==> src/rtl/ifp_pkg.sv <==
package ifp_pkg;

  // Packed widths of the stream payloads.
  localparam int InDataW  = 72;
  localparam int OutDataW = 80;
  localparam int OutUserW = 3;

  // Smallest payload slice that a fragment can carry, and the 8-byte grid mask.
  localparam logic [15:0] ChunkMin  = 16'd8;
  localparam logic [15:0] ChunkMask = 16'hFFF8;

  // Result status codes carried in tuser.
  typedef enum logic [2:0] {
    ST_WHOLE     = 3'd0,
    ST_FRAG      = 3'd1,
    ST_NO_ROUTE  = 3'd2,
    ST_BCAST_BIG = 3'd3,
    ST_DF_DROP   = 3'd4,
    ST_MTU_SMALL = 3'd5,
    ST_TOO_MANY  = 3'd6
  } ifp_status_e;

  // Commands from the controller to the datapath.
  typedef struct packed {
    logic load;     // capture an accepted descriptor
    logic prep;     // work out payload, slice size and early decisions
    logic check;    // fragment count limit, clear the position
    logic advance;  // a result transfer completed, step to the next slice
  } ifp_cmd_t;

  // Status from the datapath to the controller.
  typedef struct packed {
    logic out_last; // the result on offer is the final one for this packet
  } ifp_sts_t;

endpackage

==> src/rtl/ipv4_fragment_planner.sv <==
// Channel   Dir  Transfer when               Content
// s_axis    in   s_axis_tvalid & tready      one outgoing packet descriptor
// m_axis    out  m_axis_tvalid & tready      one result: whole, fragment or drop
//
// A packet is taken in S_IDLE, then S_PREP and S_CHECK decide it; results follow
// at one per cycle while the result side does not stall, N of them with N from 1 to
// MAX_FRAGMENTS, set by the slice position register stepping once per result.
// Reset clears the controller and the packet id counter; nothing else.
// A stall on the result side holds the offered result and the block stays busy.
module ipv4_fragment_planner #(
  parameter int HEADER_BYTES  = 20,
  parameter int MAX_FRAGMENTS = 64
) (
  input  logic                          clk_i,
  input  logic                          rst_ni,
  input  logic                          s_axis_tvalid_i,
  output logic                          s_axis_tready_o,
  // total_len[15:0], offset_in[28:16], more_in[29], dont_frag[30], forwarding[31],
  // route_found[32], is_broadcast[33], link_mtu[49:34], id_in[65:50], zero[71:66]
  input  logic [ifp_pkg::InDataW-1:0]   s_axis_tdata_i,
  output logic                          m_axis_tvalid_o,
  input  logic                          m_axis_tready_i,
  // packet_id[15:0], frag_offset[28:16], more_frags[29], df_out[30], out_len[46:31],
  // payload_start[62:47], payload_len[78:63], zero[79]
  output logic [ifp_pkg::OutDataW-1:0]  m_axis_tdata_o,
  // status[2:0]
  output logic [ifp_pkg::OutUserW-1:0]  m_axis_tuser_o,
  output logic                          m_axis_tlast_o
);
  import ifp_pkg::*;

  ifp_cmd_t cmd;
  ifp_sts_t sts;

  // Sequencing of one packet.
  ifp_ctrl u_ctrl (
    .clk_i           (clk_i),
    .rst_ni          (rst_ni),
    .s_axis_tvalid_i (s_axis_tvalid_i),
    .m_axis_tready_i (m_axis_tready_i),
    .sts_i           (sts),
    .cmd_o           (cmd),
    .s_axis_tready_o (s_axis_tready_o),
    .m_axis_tvalid_o (m_axis_tvalid_o)
  );

  // Decision and fragment arithmetic.
  ifp_dp #(
    .HEADER_BYTES  (HEADER_BYTES),
    .MAX_FRAGMENTS (MAX_FRAGMENTS)
  ) u_dp (
    .clk_i     (clk_i),
    .rst_ni    (rst_ni),
    .cmd_i     (cmd),
    .sts_o     (sts),
    .s_tdata_i (s_axis_tdata_i),
    .m_tdata_o (m_axis_tdata_o),
    .m_tuser_o (m_axis_tuser_o),
    .m_tlast_o (m_axis_tlast_o)
  );

endmodule

==> src/rtl/ifp_ctrl.sv <==
module ifp_ctrl (
  input  logic              clk_i,
  input  logic              rst_ni,
  input  logic              s_axis_tvalid_i,
  input  logic              m_axis_tready_i,
  input  ifp_pkg::ifp_sts_t sts_i,
  output ifp_pkg::ifp_cmd_t cmd_o,
  output logic              s_axis_tready_o,
  output logic              m_axis_tvalid_o
);
  import ifp_pkg::*;

  typedef enum logic [3:0] {
    S_IDLE  = 4'b0001,
    S_PREP  = 4'b0010,
    S_CHECK = 4'b0100,
    S_EMIT  = 4'b1000
  } ifp_state_e;

  ifp_state_e state_q, state_d;
  logic       in_xfer;
  logic       out_xfer;

  assign s_axis_tready_o = (state_q == S_IDLE);
  assign m_axis_tvalid_o = (state_q == S_EMIT);
  assign in_xfer         = s_axis_tvalid_i && s_axis_tready_o;
  assign out_xfer        = m_axis_tvalid_o && m_axis_tready_i;

  // Commands follow directly from the state and the handshakes.
  assign cmd_o.load    = in_xfer;
  assign cmd_o.prep    = (state_q == S_PREP);
  assign cmd_o.check   = (state_q == S_CHECK);
  assign cmd_o.advance = out_xfer;

  // Next-state logic: one packet at a time, results offered until the final one.
  always_comb begin
    state_d = state_q;
    unique case (state_q)
      S_IDLE: begin
        if (in_xfer) state_d = S_PREP;
      end
      S_PREP:  state_d = S_CHECK;
      S_CHECK: state_d = S_EMIT;
      S_EMIT: begin
        if (out_xfer && sts_i.out_last) state_d = S_IDLE;
      end
      default: state_d = S_IDLE;
    endcase
  end

  always_ff @(posedge clk_i or negedge rst_ni) begin
    if (!rst_ni) begin
      state_q <= S_IDLE;
    end else begin
      state_q <= state_d;
    end
  end

endmodule

==> src/rtl/ifp_dp.sv <==
module ifp_dp #(
  parameter int HEADER_BYTES  = 20,
  parameter int MAX_FRAGMENTS = 64
) (
  input  logic                          clk_i,
  input  logic                          rst_ni,
  input  ifp_pkg::ifp_cmd_t             cmd_i,
  output ifp_pkg::ifp_sts_t             sts_o,
  input  logic [ifp_pkg::InDataW-1:0]   s_tdata_i,
  output logic [ifp_pkg::OutDataW-1:0]  m_tdata_o,
  output logic [ifp_pkg::OutUserW-1:0]  m_tuser_o,
  output logic                          m_tlast_o
);
  import ifp_pkg::*;

  localparam logic [15:0] HdrLen = 16'(HEADER_BYTES);
  localparam int CntW  = $clog2(MAX_FRAGMENTS + 1);
  localparam int ProdW = 16 + CntW;
  localparam logic [CntW-1:0] MaxFrag = CntW'(MAX_FRAGMENTS);

  // Fields of the incoming descriptor.
  logic [15:0] in_total;
  logic [12:0] in_offset;
  logic        in_more;
  logic        in_df;
  logic        in_fwd;
  logic        in_route;
  logic        in_bcast;
  logic [15:0] in_mtu;
  logic [15:0] in_id;

  assign in_total  = s_tdata_i[15:0];
  assign in_offset = s_tdata_i[28:16];
  assign in_more   = s_tdata_i[29];
  assign in_df     = s_tdata_i[30];
  assign in_fwd    = s_tdata_i[31];
  assign in_route  = s_tdata_i[32];
  assign in_bcast  = s_tdata_i[33];
  assign in_mtu    = s_tdata_i[49:34];
  assign in_id     = s_tdata_i[65:50];

  logic [15:0] next_id_q;
  logic [15:0] total_q, mtu_q, id_q;
  logic [12:0] offin_q;
  logic        morein_q, df_q, route_q, bcast_q;
  logic [15:0] payload_q, chunk_q, pos_q;
  ifp_status_e status_q;

  // The id counter advances for every local packet, dropped or not.
  always_ff @(posedge clk_i or negedge rst_ni) begin
    if (!rst_ni) begin
      next_id_q <= '0;
    end else if (cmd_i.load && !in_fwd) begin
      next_id_q <= next_id_q + 16'd1;
    end
  end

  // Payload size and slice size, taken from the captured descriptor.
  logic [15:0] payload_c, chunk_c;
  ifp_status_e prep_status_c;

  assign payload_c = (total_q > HdrLen) ? (total_q - HdrLen) : '0;
  assign chunk_c   = (mtu_q > HdrLen) ? ((mtu_q - HdrLen) & ChunkMask) : '0;

  // Decisions in their order of priority, all but the fragment count.
  always_comb begin
    if (!route_q) begin
      prep_status_c = ST_NO_ROUTE;
    end else if (bcast_q && (total_q > mtu_q)) begin
      prep_status_c = ST_BCAST_BIG;
    end else if (total_q <= mtu_q) begin
      prep_status_c = ST_WHOLE;
    end else if (df_q) begin
      prep_status_c = ST_DF_DROP;
    end else if (chunk_c < ChunkMin) begin
      prep_status_c = ST_MTU_SMALL;
    end else begin
      prep_status_c = ST_FRAG;
    end
  end

  // More than the limit of fragments means payload above limit times slice size.
  logic [ProdW-1:0] frag_cap;
  logic             too_many;

  assign frag_cap = ProdW'(chunk_q) * ProdW'(MaxFrag);
  assign too_many = (ProdW'(payload_q) > frag_cap);

  // Current slice.
  logic [16:0] pos_end;
  logic        slice_final;
  logic [15:0] slice_len;

  assign pos_end     = {1'b0, pos_q} + {1'b0, chunk_q};
  assign slice_final = (pos_end >= {1'b0, payload_q});
  assign slice_len   = slice_final ? (payload_q - pos_q) : chunk_q;

  // Descriptor capture and per-packet working registers.
  always_ff @(posedge clk_i) begin
    if (cmd_i.load) begin
      total_q  <= in_total;
      mtu_q    <= in_mtu;
      df_q     <= in_df;
      route_q  <= in_route;
      bcast_q  <= in_bcast;
      id_q     <= in_fwd ? in_id : next_id_q;
      offin_q  <= in_fwd ? in_offset : '0;
      morein_q <= in_fwd && in_more;
    end
    if (cmd_i.prep) begin
      payload_q <= payload_c;
      chunk_q   <= chunk_c;
      status_q  <= prep_status_c;
    end
    if (cmd_i.check) begin
      pos_q <= '0;
      if ((status_q == ST_FRAG) && too_many) status_q <= ST_TOO_MANY;
    end else if (cmd_i.advance) begin
      pos_q <= pos_end[15:0];
    end
  end

  // Result fields for the item on offer.
  logic [12:0] r_offset;
  logic        r_more, r_df, r_last;
  logic [15:0] r_len, r_pstart, r_plen;

  always_comb begin
    r_offset = '0;
    r_more   = 1'b0;
    r_df     = 1'b0;
    r_len    = '0;
    r_pstart = '0;
    r_plen   = '0;
    r_last   = 1'b1;
    case (status_q)
      ST_WHOLE: begin
        r_offset = offin_q;
        r_more   = morein_q;
        r_df     = df_q;
        r_len    = total_q;
        r_plen   = payload_q;
      end
      ST_FRAG: begin
        r_offset = offin_q + pos_q[15:3];
        r_more   = slice_final ? morein_q : 1'b1;
        r_len    = slice_len + HdrLen;
        r_pstart = pos_q;
        r_plen   = slice_len;
        r_last   = slice_final;
      end
      default: begin
        r_last = 1'b1;
      end
    endcase
  end

  assign m_tdata_o      = {1'b0, r_plen, r_pstart, r_len, r_df, r_more, r_offset, id_q};
  assign m_tuser_o      = status_q;
  assign m_tlast_o      = r_last;
  assign sts_o.out_last = r_last;

endmodule

==> config.mk <==
export PLATFORM = sky130hd
export DESIGN_NAME = ipv4_fragment_planner
export DESIGN_NICKNAME = d
export VERILOG_FILES = /design/src/rtl/ifp_pkg.sv /design/src/rtl/ipv4_fragment_planner.sv /design/src/rtl/ifp_ctrl.sv /design/src/rtl/ifp_dp.sv
export SDC_FILE = /design/constraint.sdc
export NUM_CORES = 1
export LEC_CHECK = 0
export ABC_AREA = 0
export BUFFER_PORTS_ARGS = -buffer_cell sky130_fd_sc_hd__buf_2
export CORE_UTILIZATION = 55
export DETAILED_ROUTE_END_ITERATION = 7
export PLACE_DENSITY = 0.83
export SLEW_MARGIN = 10
export SYNTH_ARGS = -nofsm -noshare
export SYNTH_HDL_FRONTEND = slang
export SYNTH_SLANG_ARGS = --single-unit
==> constraint.sdc <==
create_clock -name clk_i -period 6.84 [get_ports clk_i]
set_clock_uncertainty 0.2 [all_clocks]
set_input_delay 0.684 -clock clk_i [delete_from_list [all_inputs] [get_ports clk_i]]
set_output_delay 0.684 -clock clk_i [all_outputs]
set_load 0.05 [all_outputs]
# --- Word-level counts from Yosys, hierarchy flattened ---
# Index checks and enable logic that the tools add are counted.
word_totals:
  out_inout_bits: 86
  regBits: 136
classes:
  mux: 22
  addsub: 7
  n_reduce_logical: 10
  n_lt_le_gt_ge: 7
  eq_ne: 7
ops:
  columns: ["op", "n"]
  rows:
  - ["2-to-1 mux 16 bit", 4]
  - ["case mux 16 bit (2 select lines)", 2]
  - ["> comparator 16 x 5 -> 1 bit (second input constant)", 2]
  - ["subtractor 16 x 5 -> 16 bit (second input constant)", 2]
  - ["case mux 13 bit (2 select lines)", 1]
  - ["2-to-1 mux 3 bit", 8]
  - ["> comparator 16 x 22 -> 1 bit", 1]
  - ["adder 16 x 16 -> 17 bit", 1]
  - ["greater-or-equal comparator 17 x 16 -> 1 bit", 1]
  - ["adder 16 x 1 -> 16 bit (second input constant)", 1]
  - ["adder 16 x 5 -> 16 bit (second input constant)", 1]
  - ["> comparator 16 bit", 1]
  - ["less-or-equal comparator 16 bit", 1]
  - ["< comparator 16 x 4 -> 1 bit (second input constant)", 1]
  - ["case mux 4 bit (4 select lines)", 1]
  - ["subtractor 16 bit", 1]
  - ["adder 13 bit", 1]
  - ["2-to-1 mux 4 bit", 2]
  - ["logical AND 1 bit", 7]
  - ["== test 4 x 1 -> 1 bit (second input constant)", 1]
  - ["== test 4 x 2 -> 1 bit (second input constant)", 1]
  - ["== test 4 x 3 -> 1 bit (second input constant)", 1]
  - ["== test 4 bit (second input constant)", 1]
  - ["inequality test 2 bit (second input constant)", 2]
  - ["other kinds (6)", 8]

# --- Longest topological paths before layout ---
logic_depth:
  ltp_word: 11
  ltp_mapped: 28
  depth_no_buf: 25

# --- Hierarchy ---
# A second synthesis with hierarchy kept.
unflattened:
  cells_unflattened: 924
  hier_area_um2: 9080.0
modules_own_cells:
  columns: ["module", "seq_area_each_um2", "area_per_inst_um2", "instances", "cells_each"]
  rows:
  - ["ifp_dp", 3543.4, 8818.5, 1, 898]
  - ["ifp_ctrl", 101.3, 261.5, 1, 26]

# --- Worst setup path before layout ---
# OpenSTA, ideal clock, no wires.
synth_path:
  kind: "register -> output"
  start: "register u_dp.chunk_q[5]"
  end: "output port m_axis_tdata_o[37] (netlist name)"
  path_stages_with_launch: 26
  arrival_ns: 5.579
  setup_slack_ns: 0.377
  n_path_buf: 3
  path_cell_list: "edfxtp_1 -> ha_1 -> nor2b_1 -> o21ai_0 -> a21boi_0 -> o21a_1 -> o21ai_0 -> a21boi_0 -> or3_1 -> and2_1 -> ha_1 -> nand2_1 -> nor2_1 -> nand4_1 -> o311ai_1 -> a211o_1 -> buf_4 -> buf_6 -> buf_2 -> nor2_1 -> a21oi_1 -> ha_1 -> inv_1 -> a21oi_2 -> xor2_1 -> o21ai_0"
synth_between:
  elab_chain_cells: 5
synth_lines:
  columns: ["item", "line", "rtl"]
  rows:
  - ["start: declaration", "ifp_dp.sv:46", "logic [15:0] payload_q, chunk_q, pos_q;"]
  - ["start signal: assignment", "ifp_dp.sv:112", "chunk_q <= chunk_c;"]
  - ["adder 16 x 16 -> 17 bit", "ifp_dp.sv:94", "assign pos_end = {1'b0, pos_q} + {1'b0, chunk_q};"]
  - ["net u_dp.pos_end[11]", "ifp_dp.sv:90", "logic [16:0] pos_end;"]
  - ["greater-or-equal comparator 17 x 16 -> 1 bit", "ifp_dp.sv:95", "assign slice_final = (pos_end >= {1'b0, payload_q});"]
  - ["2-to-1 mux 16 bit", "ifp_dp.sv:96", "assign slice_len = slice_final ? (payload_q - pos_q) : chunk_q;"]
  - ["adder 16 x 5 -> 16 bit", "ifp_dp.sv:147", "r_len = slice_len + HdrLen;"]
  - ["case mux 16 bit (2 select lines)", "ifp_dp.sv:136", "case (status_q)"]
  - ["end: declaration", "ipv4_fragment_planner.sv:25", "output logic [ifp_pkg::OutDataW-1:0] m_axis_tdata_o,"]
# The timed path passes the listed nets, and every way through them passes these cells.

# --- Worst setup path in the final report ---
layout_path:
  start: "register u_dp.pos_q[3]"
  end: "output port m_axis_tdata_o[41] (netlist name)"
layout_between:
  elab_chain_cells: 5
layout_lines:
  columns: ["item", "line", "rtl"]
  rows:
  - ["start: declaration", "ifp_dp.sv:46", null]
  - ["start signal: assignment", "ifp_dp.sv:119", "pos_q <= pos_end[15:0];"]
  - ["adder 16 x 16 -> 17 bit", "ifp_dp.sv:94", null]
  - ["net u_dp.pos_end[15]", "ifp_dp.sv:90", null]
  - ["greater-or-equal comparator 17 x 16 -> 1 bit", "ifp_dp.sv:95", null]
  - ["2-to-1 mux 16 bit", "ifp_dp.sv:96", null]
  - ["adder 16 x 5 -> 16 bit", "ifp_dp.sv:147", null]
  - ["case mux 16 bit (2 select lines)", "ifp_dp.sv:136", null]
# The timed path passes the listed nets, and every way through them passes these cells.

==> results.json <==
{
  "status": "finished, final reports clean",
  "rsz0062_at_grt": "false",
  "finalHoldViolCount": 0,
  "htree_levels": 4,
  "clkTransAtPathRegs_ns": 0.06,
  "track_usage": 0.2881,
  "ys_seq_elements": 130,
  "ys_types": 77,
  "holdWs_ns": 0.2356,
  "io_buffers": 151,
  "die_h_um": 130.8,
  "syn2layout_area_growth_pct": 16.94,
  "core_um2": 16060,
  "dr_wl_met3_um": 1548,
  "netlist_instances": 950,
  "grt_max_degree": 67,
  "timing.final.crit_share": 0.9497,
  "num_vias": 7696,
  "critPathRequiredTime_ns": 5.96,
  "postCtsSetupRepairBufs": 0,
  "yosysMostFrequentCell": "nor2_1",
  "drt-met1-wl_um": 9949,
  "grt_pass1_vias": 7245,
  "numClockSinks": 130,
  "worstSetupEndpointType": "output port",
  "synth-async-reset-ratio": 0.1538,
  "drtAntennaViolNets": 0,
  "cts_root_buf": "clkbuf_16",
  "syn_area_um2": 9121,
  "ys_seq_area_frac": 0.3996,
  "worst_setup_path_start_kind": "flip-flop",
  "synth_top_cell_by_area": "edfxtp_1",
  "post-dp-hpwl_um": 18100,
  "synth_edf_count": 94,
  "ir_worst_vdd_mv": 0.2709,
  "syn_area_per_cell_um2": 9.601,
  "antenna_found_initial": 0,
  "dr.pass1.iters": 5,
  "finalNetCount": 1255,
  "slew_viol_final": 0,
  "gp_congestion": 0.9250,
  "power.density_nw_per_um2": 455.7,
  "cts.path.max_buffers": 2,
  "synth_common_cells": "nor2_1, edfxtp_1, ha_1, inv_1, nand2_1",
  "route.detailed.drc": 0,
  "cap_violations": 0,
  "critical_path.cell_chain": "ha_1, inv_1, fa_1, nor2b_1, o21ai_1, a21boi_1, o21a_1, o21ai_1, a21o_1, a31oi_1, xor2_1, ha_1, a211oi_2, o311ai_4, a211o_1, a21oi_1, ha_2, nor2_1, mux2i_1, and3_1, xnor2_1, o211ai_1, buf_2",
  "cp.arrival_ns": 5.61,
  "drive_above_1_share": 0.2144,
  "fin_tns_setup_ns": 0,
  "placementRows": 46,
  "max_slew.worst_pin.slew_ns": 1.025,
  "drt_iter0_markers": 545,
  "gr-total-overflow": 0,
  "met2_length_um": 11820,
  "yosys.area.top_type_share": 0.3095,
  "die_area_um2": 17100,
  "hp-class": "in -> reg",
  "routed_wl_um": 23940,
  "cp_max_fo": 6,
  "die_w_um": 130.8,
  "synthFlopType": "edfxtp_1",
  "slowest_delay_ns": 0.42,
  "max_freq_mhz": 153.9,
  "period_needed_ns": 6.496,
  "cts_tree": "yes",
  "grt_pass1_wl_um": 36890,
  "wire_per_inst_um": 18.05,
  "dr.max_layer_used": "met4",
  "crit_type": "reg -> out",
  "finalSetupViolations": 0,
  "yosys_warnings": 0,
  "start_util": 0.5680,
  "total_power_mw": 4.860,
  "slew_headroom": 0.3142,
  "crit_slowest_cell": "dfxtp_1",
  "p_leak_nw": 4.732,
  "numCtsBuffers": 17,
  "avgViaCountPerCell": 5.804,
  "ioPinCount": 162,
  "clk_latency_ns": 0.42,
  "synthTopCellsByArea": "edfxtp_1, ha_1, dfrtp_1, nor2_1, xnor2_1",
  "antennaDiodeCount": 0,
  "final_core_util": 0.6643
}
-- stage by stage --
step | std cells | area [um^2] | worst slack, ns
after global routing | 1326 | 10670 | 0.002998
after global placement | 1293 | 10070 | 0.6532
after detailed placement | 1293 | 10070 | 0.6515
final | 1326 | 10670 | 0.3442
after CTS | 1326 | 10640 | 0.1383
after floorplan | 953 | 9133 | 0.3766
-- layout by cell type, fill, tap and decap left out, types with 6 or more instances in the layout --
| master | Yosys | final |
|---|---|---|
| o21ai_1 | 6 | 8 |
| nor2b_1 | 11 | 11 |
| o21a_1 | 6 | 6 |
| inv_1 | 71 | 71 |
| nand2b_1 | 9 | 9 |
| a211oi_1 | 21 | 20 |
| dfrtp_1 | 19 | 19 |
| o21ai_0 | 26 | 24 |
| a31oi_1 | 9 | 9 |
| nand3_1 | 19 | 19 |
| inv_6 | 0 | 6 |
| xor2_1 | 20 | 20 |
| buf_2 | 1 | 151 |
| or3_1 | 6 | 6 |
| nand2_1 | 68 | 68 |
| a21o_1 | 22 | 22 |
| mux2i_1 | 29 | 29 |
| clkbuf_16 | 0 | 17 |
| nor3_1 | 19 | 19 |
| ha_1 | 79 | 78 |
| and2_1 | 24 | 23 |
| nor2_1 | 114 | 114 |
| edfxtp_1 | 94 | 94 |
| dfxtp_1 | 16 | 14 |
| nand4_1 | 15 | 15 |
| nor4_1 | 6 | 6 |
| xnor2_1 | 46 | 46 |
| and3_1 | 14 | 14 |
| buf_4 | 7 | 6 |
| a21oi_1 | 49 | 48 |
| mux2_2 | 20 | 20 |
-- cells by family (layout without fill, tap and decap cells) --
kind of cell / after synthesis / count (layout) / share of synthesized area
compound gates: 181 / 181 / 0.1342
xor+xnor: 66 / 66 / 0.06338
fa+ha+maj: 82 / 82 / 0.1150
buf+inv: 104 / 261 / 0.04664
flops: 130 / 130 / 0.3996
mux: 50 / 50 / 0.05802
other cells: 1 / 4 / 0.0004111
simple gates: 336 / 336 / 0.1829
-- final timing paths --
path	slack, ns	to	depth (start not counted)	from
max	0.34	m_axis_tdata_o[41]	23	u_dp.pos_q[3]
min	0.24	u_dp.total_q[1]	1	s_axis_tdata_i[1]
max reg2reg	2.19	u_ctrl.state_q[0]	19	u_dp.pos_q[3]
min reg2reg	0.27	u_dp.next_id_q[15]	1	u_dp.next_id_q[15]
max in group asynchronous	5.55	u_ctrl.state_q[0]	2	rst_ni
min in group asynchronous	0.55	u_dp.next_id_q[13]	2	rst_ni
-- cell type report --
| class | count | area, um^2 |
|---|---|---|
| clock buffers | 18 | 439.2 |
| clock inverters | 14 | 118.9 |
| fillers | 1251 | 5391 |
| inverters | 71 | 266.5 |
| multi-input cells | 719 | 5114 |
| flip-flops and latches | 130 | 3647 |
| well taps | 216 | 270.3 |
| repair buffers | 158 | 810.8 |
-- sequential cells by signal, indices dropped and copies added (netlist names) --
signal          flops
u_ctrl.state_q      4
u_dp.bcast_q        1
u_dp.chunk_q       13
u_dp.df_q           1
u_dp.id_q          16
u_dp.m_tuser_o      3
u_dp.morein_q       1
u_dp.mtu_q         16
u_dp.next_id_q     16
u_dp.offin_q       13
u_dp.payload_q     16
u_dp.pos_q         13
u_dp.route_q        1
u_dp.total_q       16
-- routing by layer --
layer,global-route usage,vias up
li1,-,3701
met2,0.4890,312
met5,0,-
met1,0.3635,3628
met4,0.1082,0
met3,0.05741,55
-- power by group --
part | switching, mW | internal [mW] | leakage (nW)
clock | 0.367 | 0.483 | 0.266
combinational | 1.80 | 0.908 | 3.19
sequential | 0.206 | 1.09 | 1.28
-- critical path, delay by kind of cell, from the launching register on --
family	cells	cell delay, ns
simple gates	3	0.41
xor+xnor	2	0.35
mux	1	0.27
flops	1	0.42
fa+ha+maj	4	1.16
compound gates	11	2.22
buf+inv	2	0.36
-- what timing repair did --
item	4_1_cts	5_1_grt
setup endpoints to repair	0	13
hold endpoints to repair	19	0
gates resized for setup	0	9
hold buffers	1	0
No activity file was read; power rests on OpenSTA's default activity.
